## config.mk

```make
export PLATFORM = sky130hd
export DESIGN_NAME = fir_lowpass_104_tap
export DESIGN_NICKNAME = d
export VERILOG_FILES = /design/src/design/flp104_pkg.sv /design/src/design/flp104_datapath.sv /design/src/design/flp104_ctrl.sv /design/src/design/fir_lowpass_104_tap.sv
export VERILOG_INCLUDE_DIRS = /design/src /design/src/design
export SDC_FILE = /design/constraint.sdc
export NUM_CORES = 2
export LEC_CHECK = 0
export ABC_AREA = 1
export BUFFER_PORTS_ARGS = -buffer_cell sky130_fd_sc_hd__buf_2
export CORE_ASPECT_RATIO = 1.5
export CORE_MARGIN = 2
export CORE_UTILIZATION = 25
export DETAILED_ROUTE_END_ITERATION = 7
export SETUP_SLACK_MARGIN = 0.15
export SYNTH_ARGS = -nofsm -noshare
export SYNTH_HDL_FRONTEND = slang
export SYNTH_SLANG_ARGS = --single-unit
```

## constraint.sdc

```tcl
create_clock -name clk_i -period 7.5 [get_ports clk_i]
set_input_delay 2.25 -clock clk_i [delete_from_list [all_inputs] [get_ports clk_i]]
set_output_delay 2.25 -clock clk_i [all_outputs]
set_load 0.005 [all_outputs]
```

## src/design/fir_lowpass_104_tap_assert.svh

```systemverilog
// ----------------------------------------------------------------------------
// FIR low-pass assertion macros
// Shorthand for clocked properties on clk_i, disabled while rst_ni is low.
// ----------------------------------------------------------------------------
`ifndef FIR_LOWPASS_104_TAP_ASSERT_SVH
`define FIR_LOWPASS_104_TAP_ASSERT_SVH

// Same-cycle implication
`define FLP_ASSERT_NOW(lbl, ante, cons, msg) \
  lbl: assert property (@(posedge clk_i) disable iff (!rst_ni) (ante) |-> (cons)) \
    else $error(msg);

// Next-cycle implication
`define FLP_ASSERT_NEXT(lbl, ante, cons, msg) \
  lbl: assert property (@(posedge clk_i) disable iff (!rst_ni) (ante) |=> (cons)) \
    else $error(msg);

`endif

```

## src/design/flp104_pkg.sv

```systemverilog
// ----------------------------------------------------------------------------
// FIR low-pass package
// Default sizes, coefficient ROM and controller/datapath interface types.
// ----------------------------------------------------------------------------
package flp104_pkg;

  localparam int TAP_COUNT    = 104;
  localparam int SAMPLE_WIDTH = 16;
  localparam int COEF_WIDTH   = 18;

  // ROM holds Q1.17 values
  localparam int ROM_TAPS = 104;
  localparam int ROM_FRAC = 17;

  localparam logic signed [17:0] COEF_ROM [ROM_TAPS] = '{
    -18'sd594, -18'sd56, -18'sd54, -18'sd50, -18'sd42, -18'sd30, -18'sd15, 18'sd5,
    18'sd29, 18'sd58, 18'sd92, 18'sd132, 18'sd176, 18'sd227, 18'sd283, 18'sd345,
    18'sd412, 18'sd486, 18'sd565, 18'sd650, 18'sd741, 18'sd837, 18'sd939, 18'sd1044,
    18'sd1154, 18'sd1269, 18'sd1387, 18'sd1508, 18'sd1632, 18'sd1757, 18'sd1884,
    18'sd2012, 18'sd2139, 18'sd2266, 18'sd2392, 18'sd2515, 18'sd2636, 18'sd2752,
    18'sd2865, 18'sd2972, 18'sd3073, 18'sd3169, 18'sd3257, 18'sd3337, 18'sd3410,
    18'sd3474, 18'sd3528, 18'sd3573, 18'sd3609, 18'sd3635, 18'sd3650, 18'sd3655,
    18'sd3650, 18'sd3635, 18'sd3609, 18'sd3573, 18'sd3528, 18'sd3474, 18'sd3410,
    18'sd3337, 18'sd3257, 18'sd3169, 18'sd3073, 18'sd2972, 18'sd2865, 18'sd2752,
    18'sd2636, 18'sd2515, 18'sd2392, 18'sd2266, 18'sd2139, 18'sd2012, 18'sd1884,
    18'sd1757, 18'sd1632, 18'sd1508, 18'sd1387, 18'sd1269, 18'sd1154, 18'sd1044,
    18'sd939, 18'sd837, 18'sd741, 18'sd650, 18'sd565, 18'sd486, 18'sd412, 18'sd345,
    18'sd283, 18'sd227, 18'sd176, 18'sd132, 18'sd92, 18'sd58, 18'sd29, 18'sd5,
    -18'sd15, -18'sd30, -18'sd42, -18'sd50, -18'sd54, -18'sd56, -18'sd594, 18'sd0
  };

  // Coefficient k scaled to cw-1 fraction bits; round half up when narrowing
  function automatic logic signed [31:0] coef_at(input int unsigned k, input int cw);
    logic signed [31:0] c;
    logic [6:0]         idx;
    if (k >= ROM_TAPS) begin
      return 32'sd0;
    end
    idx = 7'(k);
    c   = 32'(COEF_ROM[idx]);
    if (cw - 1 >= ROM_FRAC) begin
      c = c <<< (cw - 1 - ROM_FRAC);
    end else begin
      c = (c + (32'sd1 <<< (ROM_FRAC - cw))) >>> (ROM_FRAC - cw + 1);
    end
    return c;
  endfunction

  // Controller to datapath
  typedef struct packed {
    logic load;      // store the accepted item, restart the tap sweep
    logic issue;     // read one tap and step the address
    logic out_load;  // capture the rounded result
  } cmd_t;

  // Datapath to controller
  typedef struct packed {
    logic tap_last;  // current read is the final tap
  } status_t;

endpackage

```

## src/design/flp104_datapath.sv

```systemverilog
// ----------------------------------------------------------------------------
// FIR low-pass datapath
// Delay-line memory, coefficient ROM, shared multiply-accumulate and the
// round/saturate output register.
// ----------------------------------------------------------------------------
module flp104_datapath #(
  parameter int TAP_COUNT    = flp104_pkg::TAP_COUNT,
  parameter int SAMPLE_WIDTH = flp104_pkg::SAMPLE_WIDTH,
  parameter int COEF_WIDTH   = flp104_pkg::COEF_WIDTH
) (
  input  logic                           clk_i,
  input  logic                           rst_ni,
  input  flp104_pkg::cmd_t               cmd_i,
  output flp104_pkg::status_t            status_o,
  input  logic signed [SAMPLE_WIDTH-1:0] sample_i,
  output logic signed [SAMPLE_WIDTH-1:0] sample_o
);

  localparam int AW     = $clog2(TAP_COUNT);
  localparam int FW     = $clog2(TAP_COUNT + 1);
  localparam int SUMW   = FW + 1;
  localparam int PROD_W = SAMPLE_WIDTH + COEF_WIDTH;
  localparam int FULL_W = PROD_W + $clog2(TAP_COUNT);
  localparam int ACC_W  = (FULL_W > 64) ? 64 : FULL_W;
  localparam int RW     = ACC_W + 1;

  localparam logic signed [RW-1:0] HALF   = {{(RW-1){1'b0}}, 1'b1} << (COEF_WIDTH - 2);
  localparam logic signed [RW-1:0] SAT_HI =
    ({{(RW-1){1'b0}}, 1'b1} << (SAMPLE_WIDTH - 1)) - {{(RW-1){1'b0}}, 1'b1};
  localparam logic signed [RW-1:0] SAT_LO = ~SAT_HI;

  logic signed [SAMPLE_WIDTH-1:0] mem [TAP_COUNT];

  logic [AW-1:0]                  wp_q, addr_q, k_q;
  logic [FW-1:0]                  fill_q;
  logic signed [SAMPLE_WIDTH-1:0] rd_q;
  logic                           rd_ok_q;
  logic                           v1_q, v2_q;
  logic signed [COEF_WIDTH-1:0]   coef_q;
  logic signed [PROD_W-1:0]       prod_q;
  logic signed [ACC_W-1:0]        acc_q;
  logic signed [31:0]             coef_raw;
  logic                           slot_ok;
  logic signed [SAMPLE_WIDTH-1:0] rd_sel;
  logic signed [RW-1:0]           rounded;
  logic signed [RW-1:0]           shifted;
  logic signed [SAMPLE_WIDTH-1:0] sat;

  // A slot holds a real sample once enough items have filled the line
  assign slot_ok  = (SUMW'(addr_q) + SUMW'(fill_q)) >= SUMW'(TAP_COUNT);
  assign coef_raw = flp104_pkg::coef_at(32'(k_q), COEF_WIDTH);
  assign status_o.tap_last = (k_q == AW'(TAP_COUNT - 1));

  // Write the new sample, read one tap a cycle
  always_ff @(posedge clk_i) begin
    if (cmd_i.load) begin
      mem[wp_q] <= sample_i;
    end
    rd_q <= mem[addr_q];
  end

  // Pointers, fill count and pipeline valids
  always_ff @(posedge clk_i or negedge rst_ni) begin
    if (!rst_ni) begin
      wp_q    <= AW'(TAP_COUNT - 1);
      addr_q  <= '0;
      k_q     <= '0;
      fill_q  <= '0;
      rd_ok_q <= 1'b0;
      v1_q    <= 1'b0;
      v2_q    <= 1'b0;
    end else begin
      v1_q    <= cmd_i.issue;
      v2_q    <= v1_q;
      rd_ok_q <= slot_ok;
      if (cmd_i.load) begin
        addr_q <= wp_q;
        k_q    <= '0;
        wp_q   <= (wp_q == '0) ? AW'(TAP_COUNT - 1) : wp_q - AW'(1);
        if (fill_q != FW'(TAP_COUNT)) begin
          fill_q <= fill_q + FW'(1);
        end
      end else if (cmd_i.issue) begin
        addr_q <= (addr_q == AW'(TAP_COUNT - 1)) ? '0 : addr_q + AW'(1);
        k_q    <= k_q + AW'(1);
      end
    end
  end

  // Multiply, then accumulate
  assign rd_sel = rd_ok_q ? rd_q : '0;

  always_ff @(posedge clk_i) begin
    coef_q <= coef_raw[COEF_WIDTH-1:0];
    prod_q <= rd_sel * coef_q;
    if (cmd_i.load) begin
      acc_q <= '0;
    end else if (v2_q) begin
      acc_q <= acc_q + ACC_W'(prod_q);
    end
  end

  // Round half up, then clamp to the sample range
  assign rounded = RW'(acc_q) + HALF;
  assign shifted = rounded >>> (COEF_WIDTH - 1);

  always_comb begin
    if (shifted > SAT_HI) begin
      sat = SAT_HI[SAMPLE_WIDTH-1:0];
    end else if (shifted < SAT_LO) begin
      sat = SAT_LO[SAMPLE_WIDTH-1:0];
    end else begin
      sat = shifted[SAMPLE_WIDTH-1:0];
    end
  end

  always_ff @(posedge clk_i) begin
    if (cmd_i.out_load) begin
      sample_o <= sat;
    end
  end

endmodule

```

## src/design/flp104_ctrl.sv

```systemverilog
// ----------------------------------------------------------------------------
// FIR low-pass controller
// Sequences accept, tap sweep, pipeline drain and result hand-off.
// ----------------------------------------------------------------------------
module flp104_ctrl (
  input  logic                clk_i,
  input  logic                rst_ni,
  input  logic                in_valid_i,
  output logic                in_ready_o,
  output logic                out_valid_o,
  input  logic                out_ready_i,
  output flp104_pkg::cmd_t    cmd_o,
  input  flp104_pkg::status_t status_i
);

  typedef enum logic [2:0] {
    ST_IDLE,
    ST_RUN,
    ST_DRAIN1,
    ST_DRAIN2,
    ST_FIN
  } state_e;

  state_e state_q;
  logic   out_valid_q;

  // Decode commands from the state
  assign in_ready_o     = (state_q == ST_IDLE);
  assign out_valid_o    = out_valid_q;
  assign cmd_o.load     = (state_q == ST_IDLE) && in_valid_i;
  assign cmd_o.issue    = (state_q == ST_RUN);
  assign cmd_o.out_load = (state_q == ST_FIN) && (!out_valid_q || out_ready_i);

  // Advance state, track the output register
  always_ff @(posedge clk_i or negedge rst_ni) begin
    if (!rst_ni) begin
      state_q     <= ST_IDLE;
      out_valid_q <= 1'b0;
    end else begin
      if (cmd_o.out_load) begin
        out_valid_q <= 1'b1;
      end else if (out_ready_i) begin
        out_valid_q <= 1'b0;
      end
      case (state_q)
        ST_IDLE: begin
          if (in_valid_i) state_q <= ST_RUN;
        end
        ST_RUN: begin
          if (status_i.tap_last) state_q <= ST_DRAIN1;
        end
        ST_DRAIN1: begin
          state_q <= ST_DRAIN2;
        end
        ST_DRAIN2: begin
          state_q <= ST_FIN;
        end
        ST_FIN: begin
          if (!out_valid_q || out_ready_i) state_q <= ST_IDLE;
        end
        default: begin
          state_q <= ST_IDLE;
        end
      endcase
    end
  end

endmodule

```

## src/design/fir_lowpass_104_tap.sv

```systemverilog
// Flow: an item is swept tap by tap in ST_RUN, drained through ST_DRAIN1 and
// ST_DRAIN2 and loaded into the output in ST_FIN; only then is a new item taken,
// due to the single multiply-accumulate and the one delay-line memory read port.
// Reset: rst_ni clears control at once; unwritten delay slots read as zero
// through a fill count, so no clearing pass is needed.
// ----------------------------------------------------------------------------
// FIR low-pass filter, 104 taps
// Direct-form FIR on a circular delay line, fixed coefficient ROM symmetric
// but for its zero last tap; the sum is rounded to the sample format, saturated.
// ----------------------------------------------------------------------------
module fir_lowpass_104_tap #(
  parameter int TAP_COUNT    = flp104_pkg::TAP_COUNT,
  parameter int SAMPLE_WIDTH = flp104_pkg::SAMPLE_WIDTH,
  parameter int COEF_WIDTH   = flp104_pkg::COEF_WIDTH,
  parameter int DATA_W       = ((SAMPLE_WIDTH + 7) / 8) * 8
) (
  input  logic              clk_i,
  input  logic              rst_ni,
  input  logic              s_axis_tvalid_i,
  output logic              s_axis_tready_o,
  input  logic [DATA_W-1:0] s_axis_tdata_i,   // sample_in, zero pad above
  output logic              m_axis_tvalid_o,
  input  logic              m_axis_tready_i,
  output logic [DATA_W-1:0] m_axis_tdata_o    // sample_out, zero pad above
);

  `include "fir_lowpass_104_tap_assert.svh"

  flp104_pkg::cmd_t               cmd;
  flp104_pkg::status_t            status;
  logic signed [SAMPLE_WIDTH-1:0] sample_out;

  flp104_ctrl u_ctrl (
    .clk_i       (clk_i),
    .rst_ni      (rst_ni),
    .in_valid_i  (s_axis_tvalid_i),
    .in_ready_o  (s_axis_tready_o),
    .out_valid_o (m_axis_tvalid_o),
    .out_ready_i (m_axis_tready_i),
    .cmd_o       (cmd),
    .status_i    (status)
  );

  flp104_datapath #(
    .TAP_COUNT    (TAP_COUNT),
    .SAMPLE_WIDTH (SAMPLE_WIDTH),
    .COEF_WIDTH   (COEF_WIDTH)
  ) u_datapath (
    .clk_i    (clk_i),
    .rst_ni   (rst_ni),
    .cmd_i    (cmd),
    .status_o (status),
    .sample_i (s_axis_tdata_i[SAMPLE_WIDTH-1:0]),
    .sample_o (sample_out)
  );

  // Pad the result to whole bytes
  assign m_axis_tdata_o = DATA_W'($unsigned(sample_out));

  // Checks
  `FLP_ASSERT_NOW(a_load_is_accept, 1'b1, cmd.load == (s_axis_tvalid_i && s_axis_tready_o), "load without matching accept")
  `FLP_ASSERT_NEXT(a_busy_after_accept, s_axis_tvalid_i && s_axis_tready_o, !s_axis_tready_o, "ready while sweeping taps")
  `FLP_ASSERT_NOW(a_last_only_in_sweep, status.tap_last && !cmd.load && cmd.issue == 1'b0, !cmd.out_load || !cmd.issue, "result captured during sweep")

endmodule

```

==> results.sh <==
export IMPL_run_status="finished, final reports clean"
export IMPL_final_period_utilization_pct=87.4
export IMPL_area_growth_pct=13.0
export IMPL_total_standard_cell_area_after_synthesis_um2=85100
export IMPL_grt_first_pass_wirelength_mm=372
export IMPL_timing_fmax_ghz=0.152
export IMPL_path_common_cell="fa_1"
export IMPL_io_pins=38
export IMPL_final_fill_count=34700
export IMPL_worstMarginPinSlew_ps=1150
export IMPL_syn_nets=8123
export IMPL_grt_remaining_overflow=0
export IMPL_worst_skew_pair_late_latency_ps=870
export IMPL_synth_lib_cells_used_distinct=53
export IMPL_synth_top_area_share_pct=59.3
export IMPL_numPortBuffers=37
export IMPL_grt_max_degree=178
export IMPL_worstPathMaxFanout=9
export IMPL_holdPathStages=0
export IMPL_clock_tree_root_cell="clkbuf_16"
export IMPL_startpoint_type="flip-flop"
export IMPL_worstSetupPathType="flip-flop to flip-flop"
export IMPL_route_detailed_vias_per_inst=4.73
export IMPL_max_clock_path_buffers=4
export IMPL_detailedRoute_firstPassIterationCount=6
export IMPL_reg2reg_from="u_datapath.rd_ok_q"
export IMPL_setup_viol=0
export IMPL_clkSlewWorstSetupHoldPaths_ps=70
export IMPL_crit_slowest_cell="fa_1"
export IMPL_ys_ff_latch=1819
export IMPL_cts_max_level=4
export IMPL_final_hold_violation_count=0
export IMPL_synth_cells=7717
export IMPL_whs_endpoint="u_datapath.v2_q"
export IMPL_compound_gate_portion_of_the_synthesized_area_pct=11.1
export IMPL_max_cap_viol_count=0
export IMPL_cp_arrival_ps=7220
export IMPL_unrepaired_setup_endpoints_after_global_routing="no"
export IMPL_core_region_area_um2=339000
export IMPL_synth_main_ff_cell="edfxtp_1"
export IMPL_fp_row_count=262
export IMPL_critical_path_max_stage_delay_ps=730
export IMPL_period_minus_slack_ps=6560
export IMPL_initial_utilization_pct=25.1
export IMPL_yosysMostFrequentCell="edfxtp_1"
export IMPL_ys_top_cells_by_area="edfxtp_1, nor2_1, fa_1, o21ai_0, nand2_1"
export IMPL_num_vias=58300
export IMPL_dieWidth_um=480
export IMPL_synth_cells_most_frequent="edfxtp_1, nor2_1, nand2_1"
export IMPL_routedWlPerCell_um=20.6
export IMPL_detail_route_drc_violations=0
export IMPL_grt_pass1_vias=57500
export IMPL_grt_antenna_before_repair=9
export IMPL_design_final_nets=8126
export IMPL_cts_hold_buffers_added=0
export IMPL_fp_dieArea_um2=345000
export IMPL_yosys_area_share_adder_pct=7.76
export IMPL_crit_chain="nand2_1, nor2_1, inv_1, fa_1, fa_1, inv_1, fa_1, fa_1, fa_1, inv_1, fa_1, inv_1, ha_1, inv_1, o21ai_0, a21oi_1, a21boi_0, nand3_1, nand2_1, nand2_1, xor2_1"
export IMPL_hold_path_class="flip-flop to flip-flop"
export IMPL_postSynth_asyncResetShare_pct=1.92
export IMPL_count_of_flip_flops_with_a_built_in_enable_after_synthesis=1680
export IMPL_fin_worst_skew_ps=89.2
export IMPL_timing_max_slew_rel_slack_pct=23.1
export IMPL_yosys_warnings=0
export IMPL_synth_top_family_by_area="simple AND/OR/NAND/NOR gates"
export IMPL_finalSetupTns_ps=0
export IMPL_cp_end_kind="flip-flop"
export IMPL_worst_endpoint_required_ps=8160
export IMPL_first_iter_violations=4792
export IMPL_cts_inserted_buffers=170
export IMPL_wirelength_mm=254
export IMPL_final_max_slew_viol_count=0
export IMPL_area_leader_netlist="edfxtp_1"
export IMPL_synth_seq_area_share_pct=62.8
export IMPL_rrSetupSlack_ps=940
export IMPL_postSynthAreaPerCell_um2=11.0
export IMPL_layout_drive_gt1_share_pct=6.40
export IMPL_post_cts_resized_instances=0
export IMPL_final_core_utilization_pct=28.3
export IMPL_die_height_um=719
export IMPL_cts_tree="done"
export IMPL_synth_xor_area_share_pct=0.689
export IMPL_gp_routability_congestion=0.934
export IMPL_synthMuxAreaShare_pct=0
export IMPL_regToRegEndpoint="u_datapath.prod_q[29]"
export IMPL_hpwl_detailed_mm=159
export IMPL_grt_usage_pct=14.2
export IMPL_tritoncts_num_sinks=1819
export IMPL_final_antenna_net_count=0
export IMPL_post_cts_buffers=0
export IMPL_synth_simple_gate_area_share_pct=12.9
export IMPL_r2r_worst_path_cells=21
export IMPL_hp_start="u_datapath.v1_q"
## layout make-up
class	count	area, um^2	area share [%]
antenna	5	12.5	0.0130
clock buffer	210	4540	4.72
clock inverter	86	847	0.881
inverter	600	2270	2.36
multi-input combinational	4897	27700	28.8
sequential	1819	53400	55.6
tap	4488	5620	5.84
timing repair buffer	232	1800	1.87
## sequential cells by signal, indices dropped and copies added, names as in the netlist, 3 cells and up
register and cells:
u_datapath.mem 1664, u_datapath.acc_q 41, u_datapath.prod_q 34, u_datapath.rd_q 16, u_datapath.sample_o 16, u_datapath.coef_q 13
u_datapath.addr_q 7, u_datapath.fill_q 7, u_datapath.k_q 7, u_datapath.wp_q 7, u_ctrl.state_q 3
## logic make-up after synthesis
| logic type | after synthesis |
|---|---|
| flip-flops | 1819 |
| adder cells (fa/ha/maj) | 386 |
| buffers and inverters | 1001 |
| XOR/XNOR | 67 |
| AO/OA/AOI/OAI | 1653 |
| AND/OR/NAND/NOR | 2791 |
## cell usage in the layout, fill, tap and decap left out, drive strengths merged, types with 174 or more instances in the layout
cell type | netlist | routed
edfxtp | 1680 | 1680
nor2 | 1459 | 1459
nand2 | 975 | 975
o21ai | 941 | 941
inv | 585 | 596
nand3 | 300 | 300
fa | 237 | 237
buf | 160 | 232
clkbuf | 241 | 210
a21oi | 185 | 185
o22ai | 184 | 184
o211ai | 174 | 174
## worst max path at each step
stage	startpoint	endpoint	slack, ps	depth (start not counted)
2_1_floorplan	u_datapath.rd_ok_q	u_datapath.prod_q[29]	1740	22
3_3_place_gp	u_datapath.rd_ok_q	u_datapath.prod_q[29]	1060	21
3_5_place_dp	u_datapath.rd_ok_q	u_datapath.prod_q[29]	1020	21
4_1_cts	u_datapath.rd_ok_q	u_datapath.prod_q[29]	950	21
5_1_grt	u_datapath.rd_ok_q	u_datapath.prod_q[29]	620	21
6_report	u_datapath.rd_ok_q	u_datapath.prod_q[29]	940	21
## per-layer routing
layer	wire, um	track usage [%]	up-vias
met5	37	0	-
met4	18100	9.22	6
met3	12500	1.44	631
met2	132000	26.0	1983
met1	91600	15.4	28900
li1	-	-	26800
## critical path, delay by kind of cell, from the launching register on
| kind | cells | cell delay (ps) |
|---|---|---|
| AOI/OAI and AO/OA | 3 | 580 |
| xor gates and xnor gates | 1 | 150 |
| adders and majority gates | 7 | 3560 |
| buffers and inverters | 5 | 640 |
| DFF | 1 | 530 |
| and+or+nand+nor | 5 | 940 |
## through the flow
stage          hold slack (ps)  area [um^2]  worst slack, ps  instances
5_1_grt                    361        96200              616      12300
3_5_place_dp               335        90800             1020      12000
3_3_place_gp               335        90800             1060      12000
2_1_floorplan              331        85100             1740       7717
4_1_cts                    350        96200              954      12300
6_report                   348        96200              942      12300
Power is left out: the tool's default activity adds up to more than one toggle a clock period on the data nets, which glitch-free logic cannot reach.
